--- config.mk ---
export PLATFORM = sky130hd
export DESIGN_NAME = crc_framed_packet_receiver
export DESIGN_NICKNAME = d
export VERILOG_FILES = /design/src/cfpr_pkg.sv /design/src/crc_framed_packet_receiver.sv /design/src/cfpr_front.sv /design/src/cfpr_queue.sv /design/src/cfpr_back.sv
export VERILOG_INCLUDE_DIRS = /design/src /design/src/src
export SDC_FILE = /design/constraint.sdc
export NUM_CORES = 1
export LEC_CHECK = 0
export ABC_AREA = 1
export BUFFER_PORTS_ARGS = -buffer_cell sky130_fd_sc_hd__buf_2
export CAP_MARGIN = 20
export CORE_MARGIN = 2
export CORE_UTILIZATION = 60
export CTS_BUF_LIST = sky130_fd_sc_hd__clkbuf_8
export DETAILED_ROUTE_END_ITERATION = 8
export PLACE_DENSITY = 0.82
export SLEW_MARGIN = 10
export SYNTH_ARGS = -nofsm -noshare
export SYNTH_HDL_FRONTEND = slang
export SYNTH_HIERARCHICAL = 1
export SYNTH_SLANG_ARGS = --single-unit
--- constraint.sdc ---
create_clock -name clk_i -period 7.6 [get_ports clk_i]
set_input_delay 1.52 -clock clk_i [delete_from_list [all_inputs] [get_ports clk_i]]
set_output_delay 1.52 -clock clk_i [all_outputs]
set_load 0.005 [all_outputs]
--- src/crc_framed_packet_receiver_defines.svh ---
// Assertion macros used by the receiver top level.
`ifndef CRC_FRAMED_PACKET_RECEIVER_DEFINES_SVH
`define CRC_FRAMED_PACKET_RECEIVER_DEFINES_SVH

`ifndef SYNTH
// Same-cycle implication, reset disables the check.
`define CFPR_ASSERT_IMP(label, clk, rst_n, ante, cons) \
  label: assert property (@(posedge clk) disable iff (!rst_n) (ante) |-> (cons)) \
    else $error("cfpr assertion failed");
// Next-cycle implication, reset disables the check.
`define CFPR_ASSERT_NXT(label, clk, rst_n, ante, cons) \
  label: assert property (@(posedge clk) disable iff (!rst_n) (ante) |=> (cons)) \
    else $error("cfpr assertion failed");
`else
`define CFPR_ASSERT_IMP(label, clk, rst_n, ante, cons)
`define CFPR_ASSERT_NXT(label, clk, rst_n, ante, cons)
`endif

`endif

--- src/cfpr_pkg.sv ---
// Types, constants and the CRC byte update for the framed packet receiver.
`timescale 1ns / 1ps

package cfpr_pkg;

  // Frame geometry
  localparam int unsigned HeaderBytes   = 18;
  localparam int unsigned OverheadBytes = 20;
  localparam int unsigned MaxPayload    = 256;

  // Configuration register indexes
  localparam logic [2:0] RegSyncFirst  = 3'd0;
  localparam logic [2:0] RegSyncSecond = 3'd1;
  localparam logic [2:0] RegVersion    = 3'd2;
  localparam logic [2:0] RegLocalAddr  = 3'd3;
  localparam logic [2:0] RegCapacity   = 3'd4;

  // Result status codes
  localparam logic [2:0] StMore       = 3'd0;
  localparam logic [2:0] StOk         = 3'd1;
  localparam logic [2:0] StOther      = 3'd2;
  localparam logic [2:0] StCollectErr = 3'd3;
  localparam logic [2:0] StCheckErr   = 3'd4;

  // Header byte positions
  localparam logic [4:0] PosSync0    = 5'd0;
  localparam logic [4:0] PosVersion  = 5'd2;
  localparam logic [4:0] PosCommand  = 5'd3;
  localparam logic [4:0] PosFlags    = 5'd4;
  localparam logic [4:0] PosDest     = 5'd5;
  localparam logic [4:0] PosSource   = 5'd6;
  localparam logic [4:0] PosReserved = 5'd7;
  localparam logic [4:0] PosSession0 = 5'd8;
  localparam logic [4:0] PosSession1 = 5'd9;
  localparam logic [4:0] PosSession2 = 5'd10;
  localparam logic [4:0] PosSession3 = 5'd11;
  localparam logic [4:0] PosSeq0     = 5'd12;
  localparam logic [4:0] PosSeq1     = 5'd13;
  localparam logic [4:0] PosOffset0  = 5'd14;
  localparam logic [4:0] PosOffset1  = 5'd15;
  localparam logic [4:0] PosLength0  = 5'd16;
  localparam logic [4:0] PosLength1  = 5'd17;

  localparam int unsigned QueueDepth = 2;

  localparam logic [15:0] CrcInit = 16'hFFFF;
  localparam logic [15:0] CrcPoly = 16'hA001;

  // What the back end does with one byte
  typedef enum logic [2:0] {
    OpHunt,
    OpCapErr,
    OpResync,
    OpHeader,
    OpLenErr,
    OpPayload,
    OpCrcLow,
    OpCrcEnd
  } op_e;

  typedef struct packed {
    logic [7:0] sync_first;
    logic [7:0] sync_second;
    logic [7:0] version_code;
    logic [7:0] local_address;
    logic [8:0] buffer_capacity;
  } cfg_t;

  // Classified byte travelling from front to back
  typedef struct packed {
    op_e        op;
    logic [4:0] hdr_pos;
    logic [7:0] pay_index;
    logic [7:0] data;
  } item_t;

  typedef struct packed {
    logic [2:0]  status;
    logic [7:0]  data_byte;
    logic        is_payload;
    logic [7:0]  payload_index;
    logic [7:0]  command;
    logic [7:0]  frame_flags;
    logic [7:0]  source_address;
    logic [31:0] session_number;
    logic [15:0] sequence_number;
    logic [15:0] image_offset;
    logic [8:0]  payload_length;
  } result_t;

  // CRC-16/MODBUS update over one byte, LSB first
  function automatic logic [15:0] crc_byte(input logic [15:0] crc, input logic [7:0] b);
    logic [15:0] c;
    c = crc ^ {8'h00, b};
    for (int k = 0; k < 8; k++) begin
      if (c[0]) c = (c >> 1) ^ CrcPoly;
      else      c = c >> 1;
    end
    return c;
  endfunction

endpackage

--- src/crc_framed_packet_receiver.sv ---
// Top level of the sync-framed CRC-16 packet receiver.
//
//  channel  | handshake     | transfer when    | payload
//  ---------+---------------+------------------+----------------------------------
//  input    | push / full   | push && !full    | rx_byte_i
//  result   | empty / pop   | pop && !empty    | status_o .. payload_length_o
//  config   | cfg_we_i      | cfg_we_i         | cfg_index_i, cfg_wdata_i
//
// One byte per cycle while full stays low; each byte passes the queue, then the result register.
// The combinational CRC byte update in the back end sets the cycle budget.
// A two-entry queue lets the front keep taking bytes while a result waits.
// Reset is immediate: no clearing pass, the block takes bytes right after it.
`timescale 1ns / 1ps
`include "crc_framed_packet_receiver_defines.svh"

module crc_framed_packet_receiver (
  input  logic        clk_i,
  input  logic        rst_ni,
  // configuration
  input  logic        cfg_we_i,
  input  logic [2:0]  cfg_index_i,
  input  logic [8:0]  cfg_wdata_i,
  // received bytes
  input  logic        push,
  output logic        full,
  input  logic [7:0]  rx_byte_i,
  // results
  output logic        empty,
  input  logic        pop,
  output logic [2:0]  status_o,
  output logic [7:0]  data_byte_o,
  output logic        is_payload_o,
  output logic [7:0]  payload_index_o,
  output logic [7:0]  command_o,
  output logic [7:0]  frame_flags_o,
  output logic [7:0]  source_address_o,
  output logic [31:0] session_number_o,
  output logic [15:0] sequence_number_o,
  output logic [15:0] image_offset_o,
  output logic [8:0]  payload_length_o
);

  cfpr_pkg::cfg_t    cfg_q;
  cfpr_pkg::item_t   fe_item, q_head;
  cfpr_pkg::result_t res;
  logic              fe_valid, q_full, q_head_valid, take, res_valid;

  // Configuration registers
  always_ff @(posedge clk_i or negedge rst_ni) begin
    if (!rst_ni) begin
      cfg_q.sync_first      <= 8'h55;
      cfg_q.sync_second     <= 8'hAA;
      cfg_q.version_code    <= 8'h01;
      cfg_q.local_address   <= 8'h00;
      cfg_q.buffer_capacity <= 9'd276;
    end else if (cfg_we_i) begin
      case (cfg_index_i)
        cfpr_pkg::RegSyncFirst:  cfg_q.sync_first      <= cfg_wdata_i[7:0];
        cfpr_pkg::RegSyncSecond: cfg_q.sync_second     <= cfg_wdata_i[7:0];
        cfpr_pkg::RegVersion:    cfg_q.version_code    <= cfg_wdata_i[7:0];
        cfpr_pkg::RegLocalAddr:  cfg_q.local_address   <= cfg_wdata_i[7:0];
        cfpr_pkg::RegCapacity:   cfg_q.buffer_capacity <= cfg_wdata_i;
        default: ;
      endcase
    end
  end

  cfpr_front u_front (
    .clk_i        (clk_i),
    .rst_ni       (rst_ni),
    .cfg_i        (cfg_q),
    .in_valid_i   (push),
    .rx_byte_i    (rx_byte_i),
    .q_full_i     (q_full),
    .item_valid_o (fe_valid),
    .item_o       (fe_item)
  );

  cfpr_queue u_queue (
    .clk_i        (clk_i),
    .rst_ni       (rst_ni),
    .wr_i         (fe_valid),
    .wr_item_i    (fe_item),
    .full_o       (q_full),
    .rd_i         (take),
    .head_valid_o (q_head_valid),
    .head_o       (q_head)
  );

  cfpr_back u_back (
    .clk_i        (clk_i),
    .rst_ni       (rst_ni),
    .cfg_i        (cfg_q),
    .item_valid_i (q_head_valid),
    .item_i       (q_head),
    .take_o       (take),
    .pop_i        (pop),
    .res_valid_o  (res_valid),
    .res_o        (res)
  );

  assign full              = q_full;
  assign empty             = !res_valid;
  assign status_o          = res.status;
  assign data_byte_o       = res.data_byte;
  assign is_payload_o      = res.is_payload;
  assign payload_index_o   = res.payload_index;
  assign command_o         = res.command;
  assign frame_flags_o     = res.frame_flags;
  assign source_address_o  = res.source_address;
  assign session_number_o  = res.session_number;
  assign sequence_number_o = res.sequence_number;
  assign image_offset_o    = res.image_offset;
  assign payload_length_o  = res.payload_length;

  // Checks
  `CFPR_ASSERT_NXT(a_take_fills_result, clk_i, rst_ni, take, !empty)
  `CFPR_ASSERT_IMP(a_full_has_head, clk_i, rst_ni, full, q_head_valid)
  `CFPR_ASSERT_IMP(a_payload_is_more, clk_i, rst_ni, !empty && is_payload_o,
                   status_o == cfpr_pkg::StMore)
  `CFPR_ASSERT_IMP(a_header_only_ok, clk_i, rst_ni, !empty && status_o != cfpr_pkg::StOk,
                   session_number_o == 32'd0 && payload_length_o == 9'd0)

endmodule

--- src/cfpr_front.sv ---
// Front end: tracks frame position and classifies each received byte.
`timescale 1ns / 1ps

module cfpr_front (
  input  logic              clk_i,
  input  logic              rst_ni,
  input  cfpr_pkg::cfg_t    cfg_i,
  input  logic              in_valid_i,
  input  logic [7:0]        rx_byte_i,
  input  logic              q_full_i,
  output logic              item_valid_o,
  output cfpr_pkg::item_t   item_o
);

  logic [8:0]  pos_q, pos_d;
  logic [8:0]  exp_q, exp_d;
  logic [7:0]  len_lo_q, len_lo_d;
  logic        accept;
  logic [9:0]  pos_plus2;
  logic [15:0] len;
  logic [16:0] total;

  assign accept       = in_valid_i && !q_full_i;
  assign item_valid_o = accept;

  assign pos_plus2 = {1'b0, pos_q} + 10'd2;
  assign len       = {rx_byte_i, len_lo_q};
  assign total     = {1'b0, len} + 17'(cfpr_pkg::OverheadBytes);

  // Classification and position tracking
  always_comb begin
    pos_d    = pos_q;
    exp_d    = exp_q;
    len_lo_d = len_lo_q;
    item_o   = '0;
    item_o.data = rx_byte_i;
    item_o.op   = cfpr_pkg::OpHunt;

    if (cfg_i.buffer_capacity < 9'(cfpr_pkg::OverheadBytes)) begin
      item_o.op = cfpr_pkg::OpCapErr;
    end else if (pos_q == 9'd0 && rx_byte_i != cfg_i.sync_first) begin
      item_o.op = cfpr_pkg::OpHunt;
    end else if (pos_q == 9'd1 && rx_byte_i != cfg_i.sync_second) begin
      // bad second sync: a repeated first sync restarts the frame at it
      exp_d = '0;
      if (rx_byte_i == cfg_i.sync_first) begin
        item_o.op = cfpr_pkg::OpResync;
        pos_d     = 9'd1;
      end else begin
        item_o.op = cfpr_pkg::OpHunt;
        pos_d     = 9'd0;
      end
    end else if (pos_q >= cfg_i.buffer_capacity) begin
      item_o.op = cfpr_pkg::OpCapErr;
      pos_d     = '0;
      exp_d     = '0;
    end else begin
      pos_d = pos_q + 9'd1;
      if (exp_q != 9'd0 && pos_plus2 >= {1'b0, exp_q}) begin
        // trailer bytes: the low CRC byte, then the high byte that ends the frame
        pos_d = '0;
        exp_d = '0;
        if (pos_plus2 == {1'b0, exp_q}) item_o.op = cfpr_pkg::OpCrcLow;
        else                            item_o.op = cfpr_pkg::OpCrcEnd;
        if (pos_plus2 == {1'b0, exp_q}) begin
          pos_d = pos_q + 9'd1;
          exp_d = exp_q;
        end
      end else if (pos_q < 9'(cfpr_pkg::HeaderBytes)) begin
        item_o.op      = cfpr_pkg::OpHeader;
        item_o.hdr_pos = 5'(pos_q);
        if (5'(pos_q) == cfpr_pkg::PosLength0) len_lo_d = rx_byte_i;
        if (5'(pos_q) == cfpr_pkg::PosLength1) begin
          if (len > 16'(cfpr_pkg::MaxPayload) ||
              total > {8'h00, cfg_i.buffer_capacity}) begin
            item_o.op = cfpr_pkg::OpLenErr;
            pos_d     = '0;
            exp_d     = '0;
          end else begin
            exp_d = 9'(total);
          end
        end
      end else begin
        item_o.op        = cfpr_pkg::OpPayload;
        item_o.pay_index = 8'(pos_q - 9'(cfpr_pkg::HeaderBytes));
      end
    end
  end

  always_ff @(posedge clk_i or negedge rst_ni) begin
    if (!rst_ni) begin
      pos_q    <= '0;
      exp_q    <= '0;
      len_lo_q <= '0;
    end else if (accept) begin
      pos_q    <= pos_d;
      exp_q    <= exp_d;
      len_lo_q <= len_lo_d;
    end
  end

endmodule

--- src/cfpr_queue.sv ---
// Two-entry queue of classified bytes between front and back end.
`timescale 1ns / 1ps

module cfpr_queue (
  input  logic             clk_i,
  input  logic             rst_ni,
  input  logic             wr_i,
  input  cfpr_pkg::item_t  wr_item_i,
  output logic             full_o,
  input  logic             rd_i,
  output logic             head_valid_o,
  output cfpr_pkg::item_t  head_o
);

  localparam int unsigned Depth = cfpr_pkg::QueueDepth;
  localparam int unsigned PtrW  = (Depth > 1) ? $clog2(Depth) : 1;
  localparam int unsigned CntW  = $clog2(Depth + 1);

  cfpr_pkg::item_t mem_q [Depth];
  logic [PtrW-1:0] wr_ptr_q, rd_ptr_q;
  logic [CntW-1:0] count_q;

  assign full_o       = count_q == CntW'(Depth);
  assign head_valid_o = count_q != '0;
  assign head_o       = mem_q[rd_ptr_q];

  // Storage
  always_ff @(posedge clk_i) begin
    if (wr_i) mem_q[wr_ptr_q] <= wr_item_i;
  end

  // Pointers and fill level
  always_ff @(posedge clk_i or negedge rst_ni) begin
    if (!rst_ni) begin
      wr_ptr_q <= '0;
      rd_ptr_q <= '0;
      count_q  <= '0;
    end else begin
      if (wr_i) begin
        wr_ptr_q <= (wr_ptr_q == PtrW'(Depth - 1)) ? '0 : wr_ptr_q + 1'b1;
      end
      if (rd_i) begin
        rd_ptr_q <= (rd_ptr_q == PtrW'(Depth - 1)) ? '0 : rd_ptr_q + 1'b1;
      end
      if (wr_i && !rd_i)      count_q <= count_q + 1'b1;
      else if (rd_i && !wr_i) count_q <= count_q - 1'b1;
    end
  end

endmodule

--- src/cfpr_back.sv ---
// Back end: running CRC, header capture, frame verdict and result register.
`timescale 1ns / 1ps

module cfpr_back (
  input  logic               clk_i,
  input  logic               rst_ni,
  input  cfpr_pkg::cfg_t     cfg_i,
  input  logic               item_valid_i,
  input  cfpr_pkg::item_t    item_i,
  output logic               take_o,
  input  logic               pop_i,
  output logic               res_valid_o,
  output cfpr_pkg::result_t  res_o
);

  logic [15:0] crc_q, crc_d;
  logic [7:0]  crc_low_q, crc_low_d;
  logic        fault_q, fault_d;
  logic [7:0]  held_cmd_q, held_cmd_d;
  logic [7:0]  held_flags_q, held_flags_d;
  logic [7:0]  held_dest_q, held_dest_d;
  logic [7:0]  held_src_q, held_src_d;
  logic [31:0] held_session_q, held_session_d;
  logic [15:0] held_seq_q, held_seq_d;
  logic [15:0] held_offset_q, held_offset_d;
  logic [8:0]  held_len_q, held_len_d;

  logic              res_valid_q;
  cfpr_pkg::result_t res_q, res_d;
  logic [15:0]       crc_base, crc_upd, crc_got;

  assign take_o      = item_valid_i && (!res_valid_q || pop_i);
  assign res_valid_o = res_valid_q;
  assign res_o       = res_q;

  assign crc_base = (item_i.op == cfpr_pkg::OpResync ||
                     (item_i.op == cfpr_pkg::OpHeader && item_i.hdr_pos == cfpr_pkg::PosSync0))
                    ? cfpr_pkg::CrcInit : crc_q;
  assign crc_upd  = cfpr_pkg::crc_byte(crc_base, item_i.data);
  assign crc_got  = {item_i.data, crc_low_q};

  // Per-byte work
  always_comb begin
    crc_d          = crc_q;
    crc_low_d      = crc_low_q;
    fault_d        = fault_q;
    held_cmd_d     = held_cmd_q;
    held_flags_d   = held_flags_q;
    held_dest_d    = held_dest_q;
    held_src_d     = held_src_q;
    held_session_d = held_session_q;
    held_seq_d     = held_seq_q;
    held_offset_d  = held_offset_q;
    held_len_d     = held_len_q;
    res_d           = '0;
    res_d.data_byte = item_i.data;
    res_d.status    = cfpr_pkg::StMore;

    unique case (item_i.op)
      cfpr_pkg::OpHunt: begin
        res_d.status = cfpr_pkg::StMore;
      end
      cfpr_pkg::OpCapErr: begin
        res_d.status = cfpr_pkg::StCollectErr;
      end
      cfpr_pkg::OpResync: begin
        crc_d   = crc_upd;
        fault_d = 1'b0;
      end
      cfpr_pkg::OpHeader: begin
        crc_d = crc_upd;
        case (item_i.hdr_pos)
          cfpr_pkg::PosSync0:    fault_d = 1'b0;
          cfpr_pkg::PosVersion:  if (item_i.data != cfg_i.version_code) fault_d = 1'b1;
          cfpr_pkg::PosCommand:  held_cmd_d = item_i.data;
          cfpr_pkg::PosFlags:    held_flags_d = item_i.data;
          cfpr_pkg::PosDest:     held_dest_d = item_i.data;
          cfpr_pkg::PosSource:   held_src_d = item_i.data;
          cfpr_pkg::PosReserved: if (item_i.data != 8'h00) fault_d = 1'b1;
          cfpr_pkg::PosSession0: held_session_d = {24'h000000, item_i.data};
          cfpr_pkg::PosSession1: held_session_d[15:8] = item_i.data;
          cfpr_pkg::PosSession2: held_session_d[23:16] = item_i.data;
          cfpr_pkg::PosSession3: held_session_d[31:24] = item_i.data;
          cfpr_pkg::PosSeq0:     held_seq_d = {8'h00, item_i.data};
          cfpr_pkg::PosSeq1:     held_seq_d[15:8] = item_i.data;
          cfpr_pkg::PosOffset0:  held_offset_d = {8'h00, item_i.data};
          cfpr_pkg::PosOffset1:  held_offset_d[15:8] = item_i.data;
          cfpr_pkg::PosLength0:  held_len_d = {1'b0, item_i.data};
          cfpr_pkg::PosLength1:  held_len_d = {item_i.data[0], held_len_q[7:0]};
          default: ;
        endcase
      end
      cfpr_pkg::OpLenErr: begin
        crc_d        = crc_upd;
        res_d.status = cfpr_pkg::StCollectErr;
      end
      cfpr_pkg::OpPayload: begin
        crc_d               = crc_upd;
        res_d.is_payload    = 1'b1;
        res_d.payload_index = item_i.pay_index;
      end
      cfpr_pkg::OpCrcLow: begin
        crc_low_d = item_i.data;
      end
      cfpr_pkg::OpCrcEnd: begin
        // verdict: header or CRC fault first, then destination
        if (fault_q || crc_got != crc_q) begin
          res_d.status = cfpr_pkg::StCheckErr;
        end else if (held_dest_q != cfg_i.local_address) begin
          res_d.status = cfpr_pkg::StOther;
        end else begin
          res_d.status          = cfpr_pkg::StOk;
          res_d.command         = held_cmd_q;
          res_d.frame_flags     = held_flags_q;
          res_d.source_address  = held_src_q;
          res_d.session_number  = held_session_q;
          res_d.sequence_number = held_seq_q;
          res_d.image_offset    = held_offset_q;
          res_d.payload_length  = held_len_q;
        end
      end
    endcase
  end

  // Frame state
  always_ff @(posedge clk_i or negedge rst_ni) begin
    if (!rst_ni) begin
      crc_q          <= cfpr_pkg::CrcInit;
      crc_low_q      <= '0;
      fault_q        <= 1'b0;
      held_cmd_q     <= '0;
      held_flags_q   <= '0;
      held_dest_q    <= '0;
      held_src_q     <= '0;
      held_session_q <= '0;
      held_seq_q     <= '0;
      held_offset_q  <= '0;
      held_len_q     <= '0;
    end else if (take_o) begin
      crc_q          <= crc_d;
      crc_low_q      <= crc_low_d;
      fault_q        <= fault_d;
      held_cmd_q     <= held_cmd_d;
      held_flags_q   <= held_flags_d;
      held_dest_q    <= held_dest_d;
      held_src_q     <= held_src_d;
      held_session_q <= held_session_d;
      held_seq_q     <= held_seq_d;
      held_offset_q  <= held_offset_d;
      held_len_q     <= held_len_d;
    end
  end

  // Result register
  always_ff @(posedge clk_i or negedge rst_ni) begin
    if (!rst_ni) begin
      res_valid_q <= 1'b0;
    end else if (take_o) begin
      res_valid_q <= 1'b1;
    end else if (pop_i) begin
      res_valid_q <= 1'b0;
    end
  end

  always_ff @(posedge clk_i) begin
    if (take_o) res_q <= res_d;
  end

endmodule

## After elaboration in Yosys (flattened, before gate mapping)

Memories as Yosys holds them, arrays and structs flattened.
Cells that the tools add are included.

- Register bits: 319
- Bits in latches: 0
- Bits in writable memories: 48
- Memory bits (read-only): 0
- Bits of input ports: 25
- Output and inout port bits: 119
- Word-level logic and storage cells: 237
- Memories kept: 1

- $add $sub $neg: 8
- $mul: 0
- Div/mod/pow operators: 0
- Magnitude comparators: 6
- Equal/unequal tests: 42
- Shift-type cells: 0
- Multiplexer cells: 63
- Bitwise gates (word level): 16
- Reduce and logical (&&, ||, !) cells: 61

Memory list:

| memory | depth | width | read ports | clocked after Yosys merged registers in | wr ports | line | source |
|---|---|---|---|---|---|---|---|
| u_queue.mem_q | 2 | 24 | 1 | 0 | 1 | cfpr_queue.sv:19 | `cfpr_pkg::item_t mem_q [Depth];` |

Operators with widths:

| cell | number |
|---|---|
| two-way mux 16 bit | 9 |
| two-way mux 9 bit | 15 |
| one-hot mux 8 bit (2 select lines) | 5 |
| two-way mux 13 bit | 5 |
| AND reduction 3 bit | 14 |
| == test 5 x 4 -> 1 bit (second input constant) | 8 |
| inequality test 8 bit | 4 |
| two-way mux 3 bit | 9 |
| inverter 2 -> 3 bit | 8 |
| == test 5 x 3 -> 1 bit (second input constant) | 4 |
| == test 5 bit (second input constant) | 4 |
| nonzero test 2 bit | 10 |
| less-than comparator 9 x 5 -> 1 bit (second input constant) | 2 |
| one-hot mux 9 bit (2 select lines) | 1 |
| adder 16 x 5 -> 17 bit (second input constant) | 1 |
| greater-than comparator 17 x 9 -> 1 bit | 1 |
| greater-than comparator 16 x 9 -> 1 bit (second input constant) | 1 |
| inequality test 16 bit | 1 |
| XOR 16 x 8 -> 16 bit | 1 |
| == test 3 bit (second input constant) | 5 |
| AND reduction 2 bit | 7 |
| == test 3 x 2 -> 1 bit (second input constant) | 4 |
| adder 9 x 2 -> 10 bit (second input constant) | 1 |
| == test 10 x 9 -> 1 bit | 1 |
| other kinds (39) | 75 |

## Depth between registers and ports, before layout

An unclocked memory read counts as a cell.

- Word-level depth: 22
- Gate-level depth with buffers: 22
- Depth with buffers taken out: 20

## Hierarchy

The synthesis kept the hierarchy.

Modules (own cells, without submodules):

| module | times used | cells an instance | area an instance (µm²) | sequential area each (µm²) |
|---|---|---|---|---|
| cfpr_back | 1 | 983 | 10,246.1 | 6,811.5 |
| cfpr_front | 1 | 419 | 2,987.9 | 650.6 |
| cfpr_queue | 1 | 100 | 2,040.7 | 1,541.5 |
| crc_framed_packet_receiver | 1 | 187 | 1,680.4 | 1,041.0 |

## Worst setup path before layout

No wires, ideal clock.

- Path type: input to register
- Start point: in pop
- End point: reg u_queue.count_q[1]
- Setup time: 117 ps
- Arrival: 4,821 ps
- Data required time: 7,483 ps
- Setup slack: 2,662 ps
- Cell stages on the path: 10
- Path buffers: 0
- Cells stage by stage: inv_1 > nand2_1 > nand2_1 > inv_1 > inv_1 > ha_1 > inv_1 > nand3_1 > nand2_1 > nand2_1

- Longest elaborated chain between the ends: 5
- Elaborated cells between the ends (all ways): 7
- Those cells by class: mux (1); reduce/logical (6)

Ends and longest elaborated chain:

| item | line | source |
|---|---|---|
| start: declaration | crc_framed_packet_receiver.sv:29 | `input logic pop,` |
| logical OR 1 bit * | cfpr_back.sv:32 | `assign take_o = item_valid_i && (!res_valid_q \|\| pop_i);` |
| logical AND 1 bit * | cfpr_back.sv:32 |  |
| via take | crc_framed_packet_receiver.sv:46 | `logic fe_valid, q_full, q_head_valid, take, res_valid;` |
| logical NOT 1 bit | cfpr_queue.sv:45 | `if (wr_i && !rd_i) count_q <= count_q + 1'b1;` |
| logical AND 1 bit | cfpr_queue.sv:45 |  |
| two-way mux 2 bit or nonzero test 2 bit (tied branches) | -- |  |
| end signal: assignment | cfpr_queue.sv:45 |  |
| end signal: assignment | cfpr_queue.sv:46 | `else if (rd_i && !wr_i) count_q <= count_q - 1'b1;` |
| end: declaration | cfpr_queue.sv:21 | `logic [CntW-1:0] count_q;` |

The timed path passes the listed nets; every way through them passes the cells marked *.
A chain may end at the register's enable or synchronous reset.

## Final worst setup path

- Start point: in pop
- End point: reg u_back.held_session_q[25]

- Longest elaborated chain between the ends: 3

Ends and longest elaborated chain:

| item | line | source |
|---|---|---|
| logical OR 1 bit | cfpr_back.sv:32 |  |
| logical AND 1 bit | cfpr_back.sv:32 |  |
| AND reduction 3 bit (no source line) | -- |  |
| end signal: assignment | cfpr_back.sv:147 | `held_session_q <= held_session_d;` |
| end: declaration | cfpr_back.sv:23 | `logic [31:0] held_session_q, held_session_d;` |

Every way passes these cells.

==> summary by stage <==
Synth
Synthesis produced a netlist whose cell count is 1689. By area the synthesized netlist is led by sky130_fd_sc_hd__edfxtp_1 (29%), sky130_fd_sc_hd__dfrtp_1 (26%), sky130_fd_sc_hd__nand2_1 (7.7%). Counting distinct cell types in the post-synthesis netlist gives 55.

The synthesized design contains 165 enable-type register cells. After synthesis, the mean cell area works out to 10.0 µm². The fraction of synthesized cell area taken by the top area cell type is 29.2%. The share of flip-flops with an asynchronous set or reset after synthesis is 55.0%. sky130_fd_sc_hd__edfxtp_1 takes more of the synthesized area than any other cell. The number of flip-flops and latches in the synthesized netlist is 367. After synthesis, flip-flops and latches occupy 59.2% of the total area. The number of synthesis warnings is 6.

Among all flip-flop cells after synthesis, the most frequent one is sky130_fd_sc_hd__dfrtp_1. When the netlist entered floorplanning its net count stood at 1750. In this run the cell area of the synthesized design comes to 0.0170 mm².

Die
The standard cell core area is 0.0278 mm². The initialized floorplan defines 61 standard-cell rows. The number of top-level pins is 144.

The die covers 0.0296 mm². From bottom edge to top edge, the die measures 172 µm. The effective utilization at floorplan is 61.0%. The horizontal die dimension is 172 µm.

Run
Across the run, the number of max-cap violations was 0.

Clock tree
The number of buffers added by the clock tree synthesis step is 56. The CTS tree is built. The root buffer cell chosen for the clock tree is sky130_fd_sc_hd__clkbuf_8.

The clock tree synthesis step divided the H-tree into 2 levels. In this run, post-CTS repair resized a total of 0 instances. The insertion delay of the later-clocked pin in the worst-skew pair is 0.60 ns. For this design, the sink count on the clock tree is 367. The clock slew at the register clock pins of the worst setup and hold paths is 0.07 ns. After clock tree synthesis, the setup repair step added 0 buffers.

In this run the deepest clock path goes through 3 buffers. The cts-stage hold buffer count is 0.

Route
The via density per instance is 5.41. In this run, the number of DRC markers left after iteration 0 of detailed routing was 1316. The first-pass iteration count of the detailed router is 6. Summed over all layers, the routed wires come to 37.7 mm. The number of design rule violations left after detail routing is 0. The total number of vias is 12200. After detailed routing, the average wire length per cell comes to 16.7 µm. The number of nets with antenna violations after detailed routing is 0.

Layout
After filler insertion, the fill cell instance count of the layout stands at 2067. At the end of the flow, the number of nets in the layout was 1897. The storage element area is 0.0100 mm². 0 antenna diodes ended up in the layout. The area of the multi-input gates is 0.00566 mm². Cells with a size suffix above 1 make up 19.3% of the layout.

The area added between synthesis and finish is 11.4%.

Setup path
STA classifies the critical path startpoint as a primary input. Data arrives at the worst endpoint at 4.16 ns. On the worst path, the slowest cell contributes a delay of 0.76 ns. The type of element capturing the critical path is a register. The beginning of the worst register-to-register path is u_queue/rd_ptr_q$_DFFE_PN0P_. For this design, the slowest cell found on the critical path is sky130_fd_sc_hd__nor3_2. The signal on the critical path passes through buf_2 -> inv_1 -> nand2_1 -> nand2_1 -> nor3_2 -> nand4_2 -> nand2_1 -> nand3_1 -> o21ai_0. The required time at the endpoint of the critical path is 8.10 ns.

The depth of the most critical reg-to-reg path is 7. The critical path in this run is classified as in2reg. The end of the worst register-to-register path is u_back/held_session_q[25]$_DFFE_PN0P_. In this design, the critical path's most frequently occurring cell is sky130_fd_sc_hd__nand2_1. The maximum fanout count along the critical path is 19. Setup slack on the worst reg-to-reg path comes out at 4.16 ns.

Worst hold path
The worst hold path startpoint is cfg_q[4]$_DFFE_PN1P_. The worst hold path terminates at cfg_q[4]$_DFFE_PN1P_. The number of stages on the worst hold path is 2. The tightest min-delay check is of the reg2reg type.

Placed design
Port buffering added 143 buffers. The final RePlAce weighted congestion is 0.910. The HPWL reported at the end of detailed placement is 25.8 mm.

STA
Hold timing on the final database bottoms out at a slack of 0.469 ns. On the final layout, the worst clock skew is 0.0208 ns. The max-slew violation total from the final report is 0. At the pin with the least slew margin, the transition time is 1.02 ns. Setup violations remaining at the end of the flow were counted as 0.

The share of the clock period used by the worst path is 48.1%. Setup total negative slack on the finished layout was measured at 0 ns. Setup repair after global routing left no endpoint under its margin. For this run, the top clock speed supported by timing is 273 MHz. The max-slew headroom at the worst pin is 32.3%. The final number of hold-violating endpoints is 0. The final period demand of the worst path is 3.66 ns.

GRT
The initial antenna violation count came to 0. The overall track demand over capacity in global routing is 26.0%. The overflow left after global routing is 0. Entering global routing, the biggest net connects 128 pins. The number of global-route vias before repair came to 11900.

The first global-routing pass estimated 60.2 mm of wire.

Run status
The flow ran to the end, and the final reports show no timing, DRC or antenna violations.

Pwr
The power per cell area is 403 mW/mm². The worst-case IR drop observed on VDD is 0.000233 V. Summed over all cells, the static leakage comes to 8.80 nW.
-- power by group --
part	internal [mW]	switching (mW)	total, mW
clock	0.751	0.748	1.50
combinational	0.995	1.88	2.88
sequential	2.91	0.324	3.23
total	4.66	2.96	7.61
-- metrics by stage --
| stage | setup WS, ns | util (%) | instances | area (µm²) | power [mW] |
|---|---|---|---|---|---|
| floorplan | 2.66 | - | 1689 | 17000 | 5.25 |
| global placement | 3.59 | 64.1 | 2154 | 17800 | 5.96 |
| detailed placement | 3.48 | 64.2 | 2155 | 17800 | 6.11 |
| CTS | 4.07 | 67.9 | 2260 | 18900 | 7.62 |
| global route | 3.74 | 68.0 | 2261 | 18900 | 8.13 |
| finish | 3.94 | 68.0 | 2261 | 18900 | 7.61 |
-- synth_stat cells, types with 2 or more instances --
cell	instances
sky130_fd_sc_hd__a21oi_1	27
sky130_fd_sc_hd__buf_12	2
sky130_fd_sc_hd__buf_2	7
sky130_fd_sc_hd__buf_4	14
sky130_fd_sc_hd__buf_6	8
sky130_fd_sc_hd__clkbuf_1	31
sky130_fd_sc_hd__dfrtp_1	174
sky130_fd_sc_hd__dfstp_2	28
sky130_fd_sc_hd__edfxtp_1	165
sky130_fd_sc_hd__ha_1	36
sky130_fd_sc_hd__inv_1	212
sky130_fd_sc_hd__inv_2	14
sky130_fd_sc_hd__inv_4	2
sky130_fd_sc_hd__mux2_2	5
sky130_fd_sc_hd__mux2_4	19
sky130_fd_sc_hd__nand2_1	348
sky130_fd_sc_hd__nand2_2	24
sky130_fd_sc_hd__nand2_4	4
sky130_fd_sc_hd__nand3_1	80
sky130_fd_sc_hd__nand3_2	9
sky130_fd_sc_hd__nand3_4	2
sky130_fd_sc_hd__nand3b_1	3
sky130_fd_sc_hd__nand4_1	18
sky130_fd_sc_hd__nand4_2	3
sky130_fd_sc_hd__nor2_1	171
sky130_fd_sc_hd__nor2_2	8
sky130_fd_sc_hd__nor2_4	3
sky130_fd_sc_hd__nor2_8	3
sky130_fd_sc_hd__nor3_1	14
sky130_fd_sc_hd__nor3_2	2
sky130_fd_sc_hd__nor4_1	7
sky130_fd_sc_hd__o2111ai_1	3
sky130_fd_sc_hd__o21ai_0	107
sky130_fd_sc_hd__o21ai_1	12
sky130_fd_sc_hd__o21ai_2	9
sky130_fd_sc_hd__o21bai_1	2
sky130_fd_sc_hd__o22ai_1	28
sky130_fd_sc_hd__or2_0	2
sky130_fd_sc_hd__or2_2	3
sky130_fd_sc_hd__xnor2_1	33
sky130_fd_sc_hd__xor2_1	33
-- per-layer routing --
layer,wire [µm],up-vias,global-route usage [%]
met5,0,-,0
met4,1170,0,9.28
met1,15100,5838,32.9
met3,2570,100,4.10
met2,18900,502,45.6
li1,-,5793,-
-- worst max-delay path by stage --
stage	startpoint	end	slack (ns)	cells after the start
after floorplan	pop	u_queue/count_q[1]$_DFFE_PN0P_	2.66	10
after global placement	pop	u_back/held_session_q[30]$_DFFE_PN0P_	3.59	9
after detailed placement	pop	u_back/held_session_q[25]$_DFFE_PN0P_	3.48	9
after CTS	pop	u_back/held_seq_q[10]$_DFFE_PN0P_	4.07	8
after global routing	pop	u_back/held_seq_q[10]$_DFFE_PN0P_	3.74	8
final	pop	u_back/held_session_q[25]$_DFFE_PN0P_	3.94	9
-- cell families (layout without fill, tap and decap cells) --
group                    Yosys count  in the layout  synth area share [%]
buffers and inverters            291            485                  7.38
multiplexers                      25             25                  2.07
flip-flops                       367            367                  59.2
AO/OA/AOI/OAI                    195            195                  6.41
AND/OR/NAND/NOR                  709            709                  18.8
XOR/XNOR                          66             66                  3.41
adder cells (fa/ha/maj)           36             36                  2.66
-- cells in the final DEF (no fill, tap or decap), types with 14 or more instances in the layout --
| master | synthesis | final |
|---|---|---|
| sky130_fd_sc_hd__dfstp_2 | 28 | 28 |
| sky130_fd_sc_hd__mux2_4 | 19 | 19 |
| sky130_fd_sc_hd__o22ai_1 | 28 | 28 |
| sky130_fd_sc_hd__clkbuf_8 | 0 | 63 |
| sky130_fd_sc_hd__nand2_1 | 348 | 348 |
| sky130_fd_sc_hd__nand3_1 | 80 | 80 |
| sky130_fd_sc_hd__buf_2 | 7 | 142 |
| sky130_fd_sc_hd__nor2_1 | 171 | 170 |
| sky130_fd_sc_hd__a21oi_1 | 27 | 27 |
| sky130_fd_sc_hd__nand2_2 | 24 | 24 |
| sky130_fd_sc_hd__inv_2 | 14 | 14 |
| sky130_fd_sc_hd__inv_1 | 212 | 234 |
| sky130_fd_sc_hd__edfxtp_1 | 165 | 165 |
| sky130_fd_sc_hd__xor2_1 | 33 | 33 |
| sky130_fd_sc_hd__ha_1 | 36 | 36 |
| sky130_fd_sc_hd__xnor2_1 | 33 | 33 |
| sky130_fd_sc_hd__nand4_1 | 18 | 18 |
| sky130_fd_sc_hd__dfrtp_1 | 174 | 174 |
| sky130_fd_sc_hd__o21ai_0 | 107 | 107 |
| sky130_fd_sc_hd__nor3_1 | 14 | 14 |
-- worst max-delay path, delay by kind of cell --
kind | cells | cell delay (ns)
and+or+nand+nor | 6 | 2.38
AOI/OAI and AO/OA | 1 | 0.11
buffers and inverters | 2 | 0.13
-- sequential cells by signal, summed over array words and instances, names as in the netlist --
register	count
u_back/res_o	117
u_queue/mem_q	48
cfg_q	41
u_back/held_session_q	32
u_back/crc_q	16
u_back/held_offset_q	16
u_back/held_seq_q	16
u_back/held_len_q	9
u_front/exp_q	9
u_front/pos_q	9
u_back/crc_low_q	8
u_back/held_cmd_q	8
u_back/held_dest_q	8
u_back/held_flags_q	8
u_back/held_src_q	8
u_front/len_lo_q	8
u_queue/count_q	2
u_back/fault_q	1
u_back/res_valid_o	1
u_queue/rd_ptr_q	1
u_queue/wr_ptr_q	1
-- area by class of cell --
type	instances	share of cell area, %
Sequential cell	367	53.2
Clock inverter	43	0.987
Multi-Input combinational cell	1031	30.0
Inverter	229	4.59
Clock buffer	62	4.52
Timing Repair Buffer	151	4.26
Tap cell	378	2.50
Power figures use the tool's default switching activity.
